--- src/rtl/prsmc_pkg.sv ---
// Package: shared types and constants for the per-row substring match counter.
`timescale 1ns / 1ps
package prsmc_pkg;

	// Field widths fixed by the stream format
	localparam int SYMBOL_W   = 8;
	localparam int ROW_W      = 4;
	localparam int TILE_W     = 12;
	localparam int LEN_W      = 5;
	localparam int LINE_W     = 17;
	localparam int TOTAL_W    = 32;
	localparam int PWORD_W    = 64;
	localparam int ROW_SLOTS  = 1 << ROW_W;
	localparam int PIDX_W     = 4;

	// APB geometry: three 64-bit registers at 8-byte spacing
	localparam int APB_DATA_W = 64;
	localparam int APB_ADDR_W = 5;
	localparam int REG_SEL_W  = 2;

	// Input and result stream packing
	localparam int IN_TDATA_W  = 24;
	localparam int OUT_TDATA_W = 56;

	// Register indexes
	typedef enum logic [REG_SEL_W-1:0] {
		REG_PATTERN_LENGTH = 2'd0,
		REG_PATTERN_LOW    = 2'd1,
		REG_PATTERN_HIGH   = 2'd2,
		REG_UNUSED         = 2'd3
	} reg_sel_t;

	// Programmed pattern
	typedef struct packed {
		logic [LEN_W-1:0]   pattern_length;
		logic [PWORD_W-1:0] pattern_chars_low;
		logic [PWORD_W-1:0] pattern_chars_high;
	} cfg_t;

	// One text character with its position
	typedef struct packed {
		logic [SYMBOL_W-1:0] symbol;
		logic [ROW_W-1:0]    row_in_tile;
		logic [TILE_W-1:0]   tile_row;
		logic                clear_progress;
	} item_t;

	// One result
	typedef struct packed {
		logic               match_found;
		logic [LINE_W-1:0]  line_number;
		logic [TOTAL_W-1:0] match_total;
	} result_t;

	// Pick pattern byte idx out of the two pattern words.
	function automatic logic [SYMBOL_W-1:0] pattern_byte(input cfg_t cfg,
			input logic [PIDX_W-1:0] idx);
		logic [PWORD_W-1:0] word;
		word = idx[PIDX_W-1] ? cfg.pattern_chars_high : cfg.pattern_chars_low;
		return word[idx[PIDX_W-2:0]*SYMBOL_W +: SYMBOL_W];
	endfunction

endpackage

--- src/rtl/prsmc_core.sv ---
// Match engine: per-row progress table, compare and update, saturating total.
`timescale 1ns / 1ps
module prsmc_core import prsmc_pkg::*; #(
	parameter int ROWS_PER_TILE = 16,
	parameter int MAX_PATTERN   = 16
) (
	input  logic    clk,
	input  logic    arst_n,
	input  cfg_t    cfg,
	input  item_t   item,
	input  logic    advance,
	output result_t result
);

	localparam int RptW  = $clog2(ROWS_PER_TILE + 1);
	localparam int ProdW = TILE_W + RptW;
	localparam int SumW  = (ProdW + 1 > LINE_W) ? ProdW + 1 : LINE_W;

	logic [LEN_W-1:0]   row_progress_q [ROW_SLOTS];
	logic [TOTAL_W-1:0] matches_seen_q;

	logic [LEN_W-1:0]    len_eff;
	logic [LEN_W-1:0]    prog_raw;
	logic [LEN_W-1:0]    prog;
	logic [LEN_W-1:0]    prog_inc;
	logic [LEN_W-1:0]    prog_next;
	logic [LEN_W-1:0]    restart;
	logic                hit;
	logic [SumW-1:0]     line_sum;
	logic [TOTAL_W-1:0]  total_next;

	// Clamp the programmed length into 1..MAX_PATTERN.
	always_comb begin
		if (cfg.pattern_length == '0) begin
			len_eff = LEN_W'(1);
		end else if (cfg.pattern_length > LEN_W'(MAX_PATTERN)) begin
			len_eff = LEN_W'(MAX_PATTERN);
		end else begin
			len_eff = cfg.pattern_length;
		end
	end

	// Compare the character with the next expected pattern byte.
	always_comb begin
		restart  = (item.symbol == pattern_byte(cfg, '0)) ? LEN_W'(1) : '0;
		prog_raw = item.clear_progress ? '0 : row_progress_q[item.row_in_tile];
		prog     = (prog_raw >= len_eff) ? '0 : prog_raw;
		prog_inc = prog + LEN_W'(1);
		hit      = 1'b0;
		if (item.symbol == pattern_byte(cfg, prog[PIDX_W-1:0])) begin
			if (prog_inc == len_eff) begin
				hit       = 1'b1;
				prog_next = restart;
			end else begin
				prog_next = prog_inc;
			end
		end else begin
			prog_next = restart;
		end
	end

	// Running total, held at its maximum once reached.
	always_comb begin
		if (hit && (matches_seen_q != '1)) begin
			total_next = matches_seen_q + TOTAL_W'(1);
		end else begin
			total_next = matches_seen_q;
		end
	end

	// Global line number of this character.
	assign line_sum = SumW'(item.tile_row) * SumW'(ROWS_PER_TILE)
		+ SumW'(item.row_in_tile) + SumW'(1);

	assign result.match_found = hit;
	assign result.line_number = hit ? line_sum[LINE_W-1:0] : '0;
	assign result.match_total = total_next;

	// State update when the item moves on to the result register.
	always_ff @(posedge clk or negedge arst_n) begin
		if (!arst_n) begin
			for (int i = 0; i < ROW_SLOTS; i++) begin
				row_progress_q[i] <= '0;
			end
			matches_seen_q <= '0;
		end else if (advance) begin
			row_progress_q[item.row_in_tile] <= prog_next;
			matches_seen_q                   <= total_next;
		end
	end

endmodule

--- src/rtl/per_row_substring_match_counter.sv ---
// Top level: APB pattern registers, input register, match engine, result register.
//
// Channel   Direction  Handshake                 Payload
// s_axis    in         s_axis_tvalid/tready      tdata: symbol, row_in_tile, tile_row; tuser: clear
// m_axis    out        m_axis_tvalid/tready      tdata: line_number, match_total; tuser: match_found
// apb       in         psel/penable/pready       pattern_length @0, chars_low @8, chars_high @16
//
// One character per cycle is sustained while m_axis keeps accepting. The progress-table read,
// compare and update happen while the character sits in the input register; its result
// then moves into the result register, from which it is offered on m_axis.
// Reset clears the progress table, the total and both stage valids; the pattern
// registers return to length 1 and zero characters. A stall on m_axis holds the
// result register and backs up into the input register before s_axis_tready falls.
`timescale 1ns / 1ps
module per_row_substring_match_counter import prsmc_pkg::*; #(
	parameter int ROWS_PER_TILE = 16,
	parameter int MAX_PATTERN   = 16
) (
	input  logic                   clk,
	input  logic                   arst_n,
	// APB configuration port
	input  logic                   psel,
	input  logic                   penable,
	input  logic                   pwrite,
	input  logic [APB_ADDR_W-1:0]  paddr,
	input  logic [APB_DATA_W-1:0]  pwdata,
	output logic [APB_DATA_W-1:0]  prdata,
	output logic                   pready,
	// Input stream
	input  logic                   s_axis_tvalid,
	output logic                   s_axis_tready,
	input  logic [IN_TDATA_W-1:0]  s_axis_tdata,  // symbol[7:0], row_in_tile[11:8], tile_row[23:12]
	input  logic                   s_axis_tuser,  // clear_progress
	// Result stream
	output logic                   m_axis_tvalid,
	input  logic                   m_axis_tready,
	output logic [OUT_TDATA_W-1:0] m_axis_tdata,  // line_number[16:0], match_total[48:17], zeros
	output logic                   m_axis_tuser   // match_found
);

	cfg_t     cfg_q;
	reg_sel_t reg_sel;
	logic     cfg_write;

	item_t    item_s1;
	logic     valid_s1;
	result_t  result_s2;
	logic     valid_s2;
	result_t  core_result;
	logic     advance;
	logic     in_take;

	// APB register file; writes complete in the access phase.
	assign pready    = 1'b1;
	assign reg_sel   = reg_sel_t'(paddr[APB_ADDR_W-1 -: REG_SEL_W]);
	assign cfg_write = psel && penable && pwrite && pready;

	always_ff @(posedge clk or negedge arst_n) begin
		if (!arst_n) begin
			cfg_q.pattern_length     <= LEN_W'(1);
			cfg_q.pattern_chars_low  <= '0;
			cfg_q.pattern_chars_high <= '0;
		end else if (cfg_write) begin
			case (reg_sel)
				REG_PATTERN_LENGTH: cfg_q.pattern_length     <= pwdata[LEN_W-1:0];
				REG_PATTERN_LOW:    cfg_q.pattern_chars_low  <= pwdata;
				REG_PATTERN_HIGH:   cfg_q.pattern_chars_high <= pwdata;
				default: ;
			endcase
		end
	end

	// Register read-back.
	always_comb begin
		case (reg_sel)
			REG_PATTERN_LENGTH: prdata = APB_DATA_W'(cfg_q.pattern_length);
			REG_PATTERN_LOW:    prdata = cfg_q.pattern_chars_low;
			REG_PATTERN_HIGH:   prdata = cfg_q.pattern_chars_high;
			default:            prdata = '0;
		endcase
	end

	// Handshake: the input register moves on whenever the result register is empty or its result is taken.
	assign advance       = valid_s1 && (!valid_s2 || m_axis_tready);
	assign s_axis_tready = !valid_s1 || advance;
	assign in_take       = s_axis_tvalid && s_axis_tready;

	always_ff @(posedge clk or negedge arst_n) begin
		if (!arst_n) begin
			valid_s1 <= 1'b0;
			valid_s2 <= 1'b0;
		end else begin
			if (s_axis_tready) begin
				valid_s1 <= s_axis_tvalid;
			end
			if (advance) begin
				valid_s2 <= 1'b1;
			end else if (m_axis_tready) begin
				valid_s2 <= 1'b0;
			end
		end
	end

	// Input register captures each accepted transaction.
	always_ff @(posedge clk) begin
		if (in_take) begin
			item_s1.symbol         <= s_axis_tdata[SYMBOL_W-1:0];
			item_s1.row_in_tile    <= s_axis_tdata[SYMBOL_W +: ROW_W];
			item_s1.tile_row       <= s_axis_tdata[SYMBOL_W+ROW_W +: TILE_W];
			item_s1.clear_progress <= s_axis_tuser;
		end
	end

	prsmc_core #(
		.ROWS_PER_TILE (ROWS_PER_TILE),
		.MAX_PATTERN   (MAX_PATTERN)
	) u_core (
		.clk     (clk),
		.arst_n  (arst_n),
		.cfg     (cfg_q),
		.item    (item_s1),
		.advance (advance),
		.result  (core_result)
	);

	// Result register.
	always_ff @(posedge clk) begin
		if (advance) begin
			result_s2 <= core_result;
		end
	end

	assign m_axis_tvalid = valid_s2;
	assign m_axis_tuser  = result_s2.match_found;
	assign m_axis_tdata  = {
		{(OUT_TDATA_W - LINE_W - TOTAL_W){1'b0}},
		result_s2.match_total,
		result_s2.line_number
	};

endmodule

--- config.mk ---
export PLATFORM = sky130hd
export DESIGN_NAME = per_row_substring_match_counter
export DESIGN_NICKNAME = d
export VERILOG_FILES = /design/src/rtl/prsmc_pkg.sv /design/src/rtl/prsmc_core.sv /design/src/rtl/per_row_substring_match_counter.sv
export SDC_FILE = /design/constraint.sdc
export NUM_CORES = 1
export LEC_CHECK = 0
export BUFFER_PORTS_ARGS = -buffer_cell sky130_fd_sc_hd__clkbuf_2
export CAP_MARGIN = 20
export CORE_UTILIZATION = 55
export CTS_CLUSTER_DIAMETER = 120
export DETAILED_ROUTE_END_ITERATION = 10
export PLACE_DENSITY = 0.88
export RECOVER_POWER = 25
export SETUP_SLACK_MARGIN = 0.5
export SYNTH_ARGS = -nofsm -noshare
export SYNTH_HDL_FRONTEND = slang
export SYNTH_SLANG_ARGS = --single-unit
--- constraint.sdc ---
create_clock -name clk -period 6.6 [get_ports clk]
set_input_delay 0.66 -clock clk [delete_from_list [all_inputs] [get_ports clk]]
set_output_delay 0.66 -clock clk [all_outputs]
set_load 0.1 [all_outputs]
# Word level (Yosys, flattened, before mapping)
# Cells that the tools add are included.
# W data, S select, Z words.
[word_totals] regBits=322 in_bits=101 out_inout_bits=124 elab_cells=81
[op_classes] addsub=4 order_cmp=4 eq_ne=6 shifts=1 muxes=20 bitwise=1 n_reduce_logical=16
[ops] operator="$pmux W64 S3" n=1
[ops] operator="$bwmux W80" n=1
[ops] operator="$mux W64" n=1
[ops] operator="$shiftx A64 B7 Y8" n=1
[ops] operator="$mux W5" n=9
[ops] operator="$add A32 B1 Y32 const B" n=1
[ops] operator="$mux W32" n=1
[ops] operator="$ne A32 B32 Y1 const B" n=1
[ops] operator="$bmux W5 S4" n=1
[ops] operator="$demux W5 S4" n=1
[ops] operator="$add A16 B4 Y17" n=1
[ops] operator="$add A17 B1 Y17 const B" n=1
[ops] operator="$eq A8 B8 Y1" n=2
[ops] operator="$logic_and A1 B1 Y1" n=6
[ops] operator="$reduce_and A2 Y1" n=3
[ops] operator="$add A5 B1 Y5 const B" n=1
[ops] operator="$eq A5 B5 Y1" n=1
[ops] operator="$ge A5 B5 Y1" n=1
[ops] operator="$ge A5 B5 Y1 const B" n=1
[ops] operator="$gt A5 B5 Y1 const B" n=1
[ops] operator="$logic_not A5 Y1" n=1
[ops] operator="$lt A5 B1 Y1 const B" n=1
[ops] operator="$mux W1" n=5
[ops] operator="$not A4 Y5" n=1
[ops] operator="other kinds (6)" n=8

# Longest topological paths before layout
# Gate-level depths: netlist of run 1.
[depth] word_depth=13 mapped_depth=26 ltp_nobuf=21

# Hierarchy
# Synthesis of run 1 repeated with hierarchy kept, for this count alone.
[hier_totals] cells_unflattened=1386 area_unflattened_um2=16513.3
[modules_own_cells] mod="per_row_substring_match_counter" instances=1 cells_per_inst=469 area_per_inst_um2=8353.0 seq_area_each_um2=5631.7
[modules_own_cells] mod="prsmc_core" instances=1 cells_per_inst=917 area_per_inst_um2=8160.3 seq_area_each_um2=2802.7

# Worst setup path after synthesis of run 1
# No wires, ideal clock.
[synth_path] path_type="register to register" from="register item_s1[13] (netlist bit)" to="register result_s2 (netlist bit m_axis_tdata[47]) (data pin)" setup_ns=0.260 arrival_time_ns=5.473 required_time_ns=6.340 path_slack_ns=0.867 path_stages_with_launch=24 path_buffers=6 synth_period_minus_slack_ns=5.733 cell_sequence="edfxtp_1 buf_6 buf_6 mux4_2 mux2_2 o21a_1 clkbuf_1 nand2b_1 ha_1 nor2b_1 o211ai_1 a211o_1 a21o_1 buf_4 buf_2 mux2i_1 mux2_2 a222oi_1 nand4_1 a2111oi_4 nand2_2 buf_6 nor3_1 mux2_2"
[synth_rtl] item="start: declaration" line="per_row_substring_match_counter.sv:45" rtl="item_t item_s1;"
[synth_rtl] item="end signal: assignment" line="per_row_substring_match_counter.sv:129" rtl="result_s2 <= core_result;"
[synth_rtl] item="end: declaration" line="per_row_substring_match_counter.sv:47" rtl="result_t result_s2;"

==> results of run 1 <==
-- kinds of logic after synthesis --
family	Yosys count
buffers and inverters	146
xor gates and xnor gates	95
AOI/OAI and AO/OA	310
muxes	175
adders and majority gates	10
other	2
DFF	322
and+or+nand+nor	371
-- critical path: cells and delay by family (launching register included) --
| kind | cells | cell delay [ps] |
|---|---|---|
| compound gates | 7 | 2020 |
| simple gates | 7 | 1450 |
| mux | 2 | 830 |
| buf+inv | 3 | 670 |
| flops | 1 | 400 |
| fa+ha+maj | 1 | 320 |
-- how the worst max path moves through the flow --
stage / start / end / slack (ps)
3_3_place_gp: item_s1[13] / m_axis_tdata[18] / 490
2_1_floorplan: item_s1[13] / m_axis_tdata[47] / 870
5_1_grt: item_s1[13] / m_axis_tdata[26] / 490
4_1_cts: item_s1[13] / m_axis_tdata[18] / 490
6_report: item_s1[13] / m_axis_tdata[18] / 620
3_5_place_dp: item_s1[13] / m_axis_tdata[18] / 400
-- where the power goes --
part | total, mW | internal (mW) | switching [mW]
clock | 1.84 | 1.05 | 0.781
sequential | 2.46 | 2.27 | 0.194
combinational | 1.50 | 0.414 | 1.09
-- routing by layer --
metal / routed length (um) / share of wire / up-vias / track usage
met5: 0 / 0 / - / 0
met4: 1430 / 0.032 / 0 / 0.0989
met1: 18100 / 0.41 / 6431 / 0.401
met3: 3930 / 0.089 / 121 / 0.0566
li1: - / - / 5685 / -
met2: 20600 / 0.47 / 736 / 0.434
-- final cells by class --
class / count / area [um^2] / share of cell area
sequential: 322 / 8430 / 0.439
multi-input combinational: 969 / 7580 / 0.394
timing repair buffer: 258 / 1520 / 0.0788
clock buffer: 53 / 1000 / 0.0522
tap: 384 / 480 / 0.0250
inverter: 41 / 154 / 0.00800
clock inverter: 10 / 63.8 / 0.00332
-- stage by stage --
| stage | utilization | setup WS (ps) | std cells | instance area [um^2] | hold WS (ps) |
|---|---|---|---|---|---|
| after floorplan | - | 867 | 1437 | 16500 | 364 |
| after global routing | 0.661 | 490 | 2037 | 19200 | 305 |
| after detailed placement | 0.616 | 396 | 1967 | 17900 | 465 |
| after CTS | 0.653 | 488 | 2030 | 19000 | 130 |
| final | 0.661 | 625 | 2037 | 19200 | 321 |
| after global placement | 0.616 | 493 | 1966 | 17900 | 456 |
-- flip-flops by register name (all words and copies together) (netlist names) --
register and flops:
m_axis_tvalid 1, valid_s1 1, u_core.matches_seen_q 32, m_axis_tdata 49, m_axis_tuser 1, u_core.row_progress_q 80
item_s1 25, cfg_q 133
-- timing repair --
item / 4_1_cts / 5_1_grt
endpoints found under the setup margin: 29 / 156
resized for setup: 7 / 39
pin swaps: 0 / 3
cloned: 0 / 1
setup buffers: 0 / 6
-- cells in the final DEF (no fill, tap or decap), types with 21 or more instances in the layout --
cell	count
dfrtp_1	246
nor3_1	33
o31ai_1	33
a211oi_1	21
clkbuf_16	36
clkbuf_2	206
nand2_1	141
mux2i_1	26
nor2_1	46
inv_1	39
buf_4	33
mux2_2	128
a22o_1	62
nand3_1	48
o21ai_0	84
edfxtp_1	75
xor2_1	75
==> impl_metrics.csv, run 1 <==
group,metric,value,unit
cts,cts.sinks,322,
hold_path,whs_endpoint,"item_s1[11]",
synthesis,synth-simple-area-share,0.116,
synthesis,syn_area,16400,um^2
final_layout,antenna_cells,0,
timing,skew,34.9,ps
final_layout,final_nets,1738,
synthesis,yosysSeqAreaShare,0.513,
global_routing,grt_pass1_wl,68300,um
timing,rsz0062_at_grt,"no",
synthesis,ys.flop_type,"dfrtp_1",
status,status,"finished, violations left",
synthesis,synth-compound-area-share,0.143,
synthesis,synth_top_family_by_area,"compound AO/OA/AOI/OAI gates",
routing,via_count,13000,
worst_setup_path,slowest_delay,530,ps
placed_design,finalWeightedCongestion,0.895,
cts,ctsHoldBuffers,0,
routing,routed_wl,44100,um
hold_path,worstHoldPathCells,1,
cts,h-tree-depth,2,
worst_setup_path,r2r_end,"m_axis_tdata[18]",
floorplan,num_rows,62,
global_routing,antenna_found_initial,0,
global_routing,grt_use_total,0.283,
global_routing,grt-ovfl-total,0,
synthesis,synth_xor_area_frac,0.0511,
routing,final_antenna_net_count,0,
synthesis,ys_ff_latch,322,
synthesis,synth_edf_count,75,
worst_setup_path,endpoint_kind,"flip-flop",
global_routing,first_global_vias,12400,
timing,setup_violations,0,
timing,period_share,0.905,
floorplan,pin_count,225,
floorplan,coreArea,29100,um^2
worst_setup_path,path_common_cell,"nor2_1",
synthesis,netlist_top_cells_count,"246 x dfrtp_1, 142 x nand2_1, 128 x mux2_2",
floorplan,die_area,30600,um^2
floorplan,die_x,175,um
worst_setup_path,r2r_slack,620,ps
cts,cts_root_buf,"clkbuf_16",
global_routing,grt_max_degree,175,
timing,tns,0,ps
worst_setup_path,cp.arrival,6240,ps
final_layout,drive_gt1_frac,0.310,
cts,cts_buffers,35,
synthesis,synthAdderAreaFrac,0.00761,
worst_setup_path,critPathLaunchType,"flip-flop",
synthesis,synthCells,1431,
placed_design,numPortBuffers,213,
worst_setup_path,critPathSlowestCell,"or4_1",
hold_path,hp-start,"s_axis_tdata[22]",
synthesis,synth.area.top_cells,"dfrtp_1 37%, edfxtp_1 14%, mux2_2 8.8%",
cts,cts_tree,"done",
synthesis,synth_top_cell_by_area,"dfrtp_1",
job,cap_violations,2,
worst_setup_path,crit_required,6860,ps
timing,finalHoldViolCount,0,
synthesis,synth_top_area_frac,0.374,
floorplan,die_height,175,um
routing,first_pass_iters,6,
timing,worst_pin_slew,4190,ps
power,power,5.80,mW
final_layout,area_delta_synth_final,17.0,%
routing,vias_per_cell,6.37,
hold_path,hold_class,"input pin to flip-flop",
power,peakVddDrop,0.000225,V
placed_design,hpwl,29000,um
worst_setup_path,r2r_cells,20,
floorplan,start_util,0.565,
final_layout,nFillCells,2077,
worst_setup_path,r2r-start,"item_s1[13]",
worst_setup_path,worstSetupPathType,"flip-flop to flip-flop",
routing,post_drt_wl_per_cell,21.6,um
synthesis,synth.avg_cell_area,11.5,um^2
synthesis,async_flop_share,0.767,
timing,slew_viol_final,110,
timing,slew_headroom,-1.80,
synthesis,synthMostInstantiatedCell,"dfrtp_1",
power,power_leakage,8.43,nW
routing,drt_first_iter_violations,1497,
synthesis,synth_cell_types,71,
timing,fin_crit,5980,ps
cts,clk_pin_slew,60,ps
status,failed_checks,"max-capacitance violations, max-slew violations",
worst_setup_path,crit_chain,"buf_12 -> mux4_2 -> a22o_1 -> a221oi_2 -> nor2_1 -> ha_1 -> nand2_1 -> o211ai_1 -> a21boi_2 -> a41oi_2 -> buf_8 -> nor2_1 -> a221oi_2 -> nor2_1 -> or4_1 -> a2111oi_4 -> nand2_2 -> buf_12 -> or2_1 -> mux2_1",
cts,clock_path_buffers,3,
power,p_per_area,302,nW/um^2
synthesis,yosysWarnings,0,
synthesis,synth_mux_area_frac,0.130,
worst_setup_path,worst-path-max-fanout,61,
timing,fmax,167,MHz
cts,worstSkewPairLatency,540,ps
routing,drc_errors,0,
No activity file was read; power rests on OpenSTA's default activity.
==> inputs of run 2 (changes only) <==
--- a/config.mk
+++ b/config.mk
@@ -5,6 +5,7 @@
 export SDC_FILE = /design/constraint.sdc
 export NUM_CORES = 1
 export LEC_CHECK = 0
+export ABC_AREA = 1
 export BUFFER_PORTS_ARGS = -buffer_cell sky130_fd_sc_hd__clkbuf_2
 export CAP_MARGIN = 20
 export CORE_UTILIZATION = 55
==> run 2 against run 1 <==
  * The run still ends with max-capacitance violations, max-slew violations left
  * Register-to-register slack improved by 280 ps
  * Synthesized cell count increased by 48%
  * Count of clock-buffer cells in the layout decreased by 7
  * Die area increased by 1.5%
  * Critical endpoint is now m_axis_tdata[12]
==> impl_metrics.csv, run 2 <==
group,metric,value,unit
status,status,"finished, violations left",
status,failed_checks,"max-capacitance violations, max-slew violations",
worst_setup_path,crit_required,6910,ps
placed_design,finalWeightedCongestion,0.930,
global_routing,antenna_found_initial,1,
cts,cts.sinks,322,
final_layout,seq_area,8430,um^2
final_layout,area_delta_synth_final,14.6,%
synthesis,netlist_top_cells_count,"660 x nand2_1, 246 x dfrtp_1, 216 x inv_1",
floorplan,coreArea,29700,um^2
synthesis,synth_top_family_by_area,"simple AND/OR/NAND/NOR gates",
floorplan,die_area,31100,um^2
placed_design,numPortBuffers,213,
timing,worst_pin_slew,3530,ps
global_routing,grt_max_degree,129,
cts,cts_root_buf,"clkbuf_16",
synthesis,synthMostInstantiatedCell,"nand2_1",
timing,fmax,176,MHz
floorplan,die_x,176,um
power,p_per_area,323,nW/um^2
floorplan,pin_count,225,
final_layout,nFillCells,2391,
worst_setup_path,worstSetupPathType,"flip-flop to flip-flop",
cts,worstSkewPairLatency,520,ps
floorplan,start_util,0.562,
power,p_int,3.85,mW
final_layout,antenna_cells,0,
synthesis,synth-compound-area-share,0.106,
synthesis,ys_ff_latch,322,
routing,via_count,15700,
placed_design,hpwl,30600,um
synthesis,synth.avg_cell_area,7.88,um^2
timing,skew,15.9,ps
synthesis,synthAdderAreaFrac,0.00749,
worst_setup_path,endpoint_kind,"flip-flop",
global_routing,met3_usage,0.0534,
synthesis,synth-simple-area-share,0.273,
global_routing,grt-ovfl-total,0,
global_routing,first_global_vias,15000,
timing,slew_viol_final,396,
hold_path,hold_class,"input pin to flip-flop",
hold_path,worstHoldPathCells,1,
final_layout,regMostFlops,"cfg_q",
synthesis,synth_xor_area_frac,0.0226,
timing,period_share,0.862,
global_routing,grt_use_met1,0.410,
routing,first_pass_iters,5,
routing,final_antenna_net_count,0,
power,peakVddDrop,0.000328,V
synthesis,synth_edf_count,75,
timing,fin_crit,5690,ps
cts,cts_tree,"done",
cts,clk_pin_slew,70,ps
synthesis,yosysSeqAreaShare,0.505,
power,switching_share,0.377,
timing,setup_violations,0,
synthesis,synthCells,2119,
synthesis,synth_mux_area_frac,0.00135,
synthesis,async_flop_share,0.767,
final_layout,drive_gt1_frac,0.137,
final_layout,multi_input_area,6900,um^2
routing,post_drt_wl_per_cell,17.6,um
power,power_leakage,9.13,nW
cts,clock_path_buffers,3,
synthesis,synth_cell_types,44,
worst_setup_path,critPathLaunchType,"flip-flop",
job,cap_violations,7,
routing,drc_errors,0,
timing,slew_headroom,-1.35,
global_routing,grt-busiest-layer,"met2",
power,net-switching-power,2.33,mW
power,comb_power_share,0.279,
synthesis,yosysWarnings,0,
synthesis,synth_top_area_frac,0.369,
final_layout,mostFrequentLayoutCells,"655 x nand2_1, 246 x dfrtp_1, 215 x inv_1",
worst_setup_path,r2r_cells,23,
floorplan,num_rows,63,
routing,drt_first_iter_violations,1570,
cts,cts_buffers,35,
synthesis,syn_area,16700,um^2
routing,vias_per_cell,5.82,
worst_setup_path,cp.arrival,6000,ps
timing,tns,0,ps
cts,h-tree-depth,2,
timing,rsz0062_at_grt,"no",
timing,finalHoldViolCount,0,
global_routing,grt_use_total,0.309,
global_routing,grt_pass1_wl,76500,um
routing,routed_wl,47600,um
worst_setup_path,worst-path-max-fanout,43,
power,pwr-share-seq,0.394,
final_layout,final_util,0.644,
floorplan,die_height,176,um
final_layout,final_nets,2395,
synthesis,synth_top_cell_by_area,"dfrtp_1",
final_layout,largest_reg_flops,133,
global_routing,gr-usage-met2,0.499,
timing,fin_ws,909,ps
power,clkPwrFrac,0.327,
placed_design,dp_slack,735,ps
synthesis,ys.flop_type,"dfrtp_1",
synthesis,synth.area.top_cells,"dfrtp_1 37%, nand2_1 15%, edfxtp_1 13%",
power,power,6.19,mW
final_layout,final_common_cell,"nand2_1",
## run 2: cell types whose count changed in the layout (fill, tap and decap cells not counted), moves of 21 or more
cell      before  now
nand2_1      141  655
nor2_1        46  126
o21ai_1        2   44
a211oi_1      21    0
xor2_1        75   33
a22o_1        62    1
o22ai_1        1   75
o31ai_1       33    0
mux2_2       128    2
nand3_1       48  134
inv_1         39  215
nand4_1       16   85
o21ai_0       84  183
mux2i_1       26    0
## run 2: critical path, cell delays in order, from the launching register on
cell	delay, ps
edfxtp_1	430
buf_4	300
o21ai_0	210
o22ai_1	100
a22o_1	220
o21ai_2	230
inv_1	130
ha_1	330
a21o_1	160
a31oi_1	220
or2_2	160
nand2_2	70
nand2_4	260
nand3_2	160
inv_4	310
ha_1	240
nand2_1	70
nor2_1	130
xor2_1	290
a21oi_1	130
nor2_2	290
buf_6	330
nand2_2	290
nor3b_1	370
## run 2: metrics by stage
step	hold slack (ps)	instances	area, um^2
after global routing	311	2698	19100
after detailed placement	468	2629	17900
after floorplan	364	2125	16700
after CTS	296	2690	19100
after global placement	458	2629	17900
final	313	2698	19100
## run 2: cell type report
| type | instances | area share |
|---|---|---|
| clock buffer | 46 | 0.0517 |
| clock inverter | 15 | 0.00974 |
| inverter | 225 | 0.0447 |
| multi-input combinational | 1457 | 0.361 |
| sequential | 322 | 0.441 |
| tap | 390 | 0.0255 |
| timing repair buffer | 242 | 0.0666 |
| timing repair inverter | 1 | 0.000262 |
## run 2: worst paths after layout
| path | end | slack (ps) | start |
|---|---|---|---|
| setup reg to reg | m_axis_tdata[12] | 910 | item_s1[13] |
| setup / recovery | m_axis_tdata[12] | 910 | item_s1[13] |
| hold / removal | item_s1[13] | 310 | s_axis_tdata[8] |
| max in group asynchronous | cfg_q[122] | 1870 | arst_n |
| hold reg to reg | u_core.row_progress_q[45] | 480 | u_core.row_progress_q[45] |
| min in group asynchronous | cfg_q[59] | 1150 | arst_n |
## run 2: power groups by stage
stage / Combinational, mW / Sequential [mW] / Clock, mW
after floorplan: 1.10 / 2.68 / 0
after detailed placement: 1.69 / 2.47 / 0
after global placement: 1.66 / 2.46 / 0
after CTS: 1.70 / 2.43 / 2.04
final: 1.72 / 2.44 / 2.03
after global routing: 1.84 / 2.46 / 2.11
## run 2: logic make-up after synthesis
kind of cell	after synthesis
multiplexers	2
AND/OR/NAND/NOR	1067
AO/OA/AOI/OAI	326
XOR/XNOR	43
other	2
buffers and inverters	347
flip-flops	322
adder cells (fa/ha/maj)	10
## run 2: what timing repair did
action                                  4_1_cts  5_1_grt
endpoints found under the setup margin        0      122
hold buffers                                  0        0
resized for setup                             0       11
buffers inserted                              0        3
## run 2: metal layers
layer  routed length (um)  part of all wire
met3                 4990              0.10
met1                18300              0.38
met2                22200              0.47
met4                 2110             0.044
met5                   13           0.00027
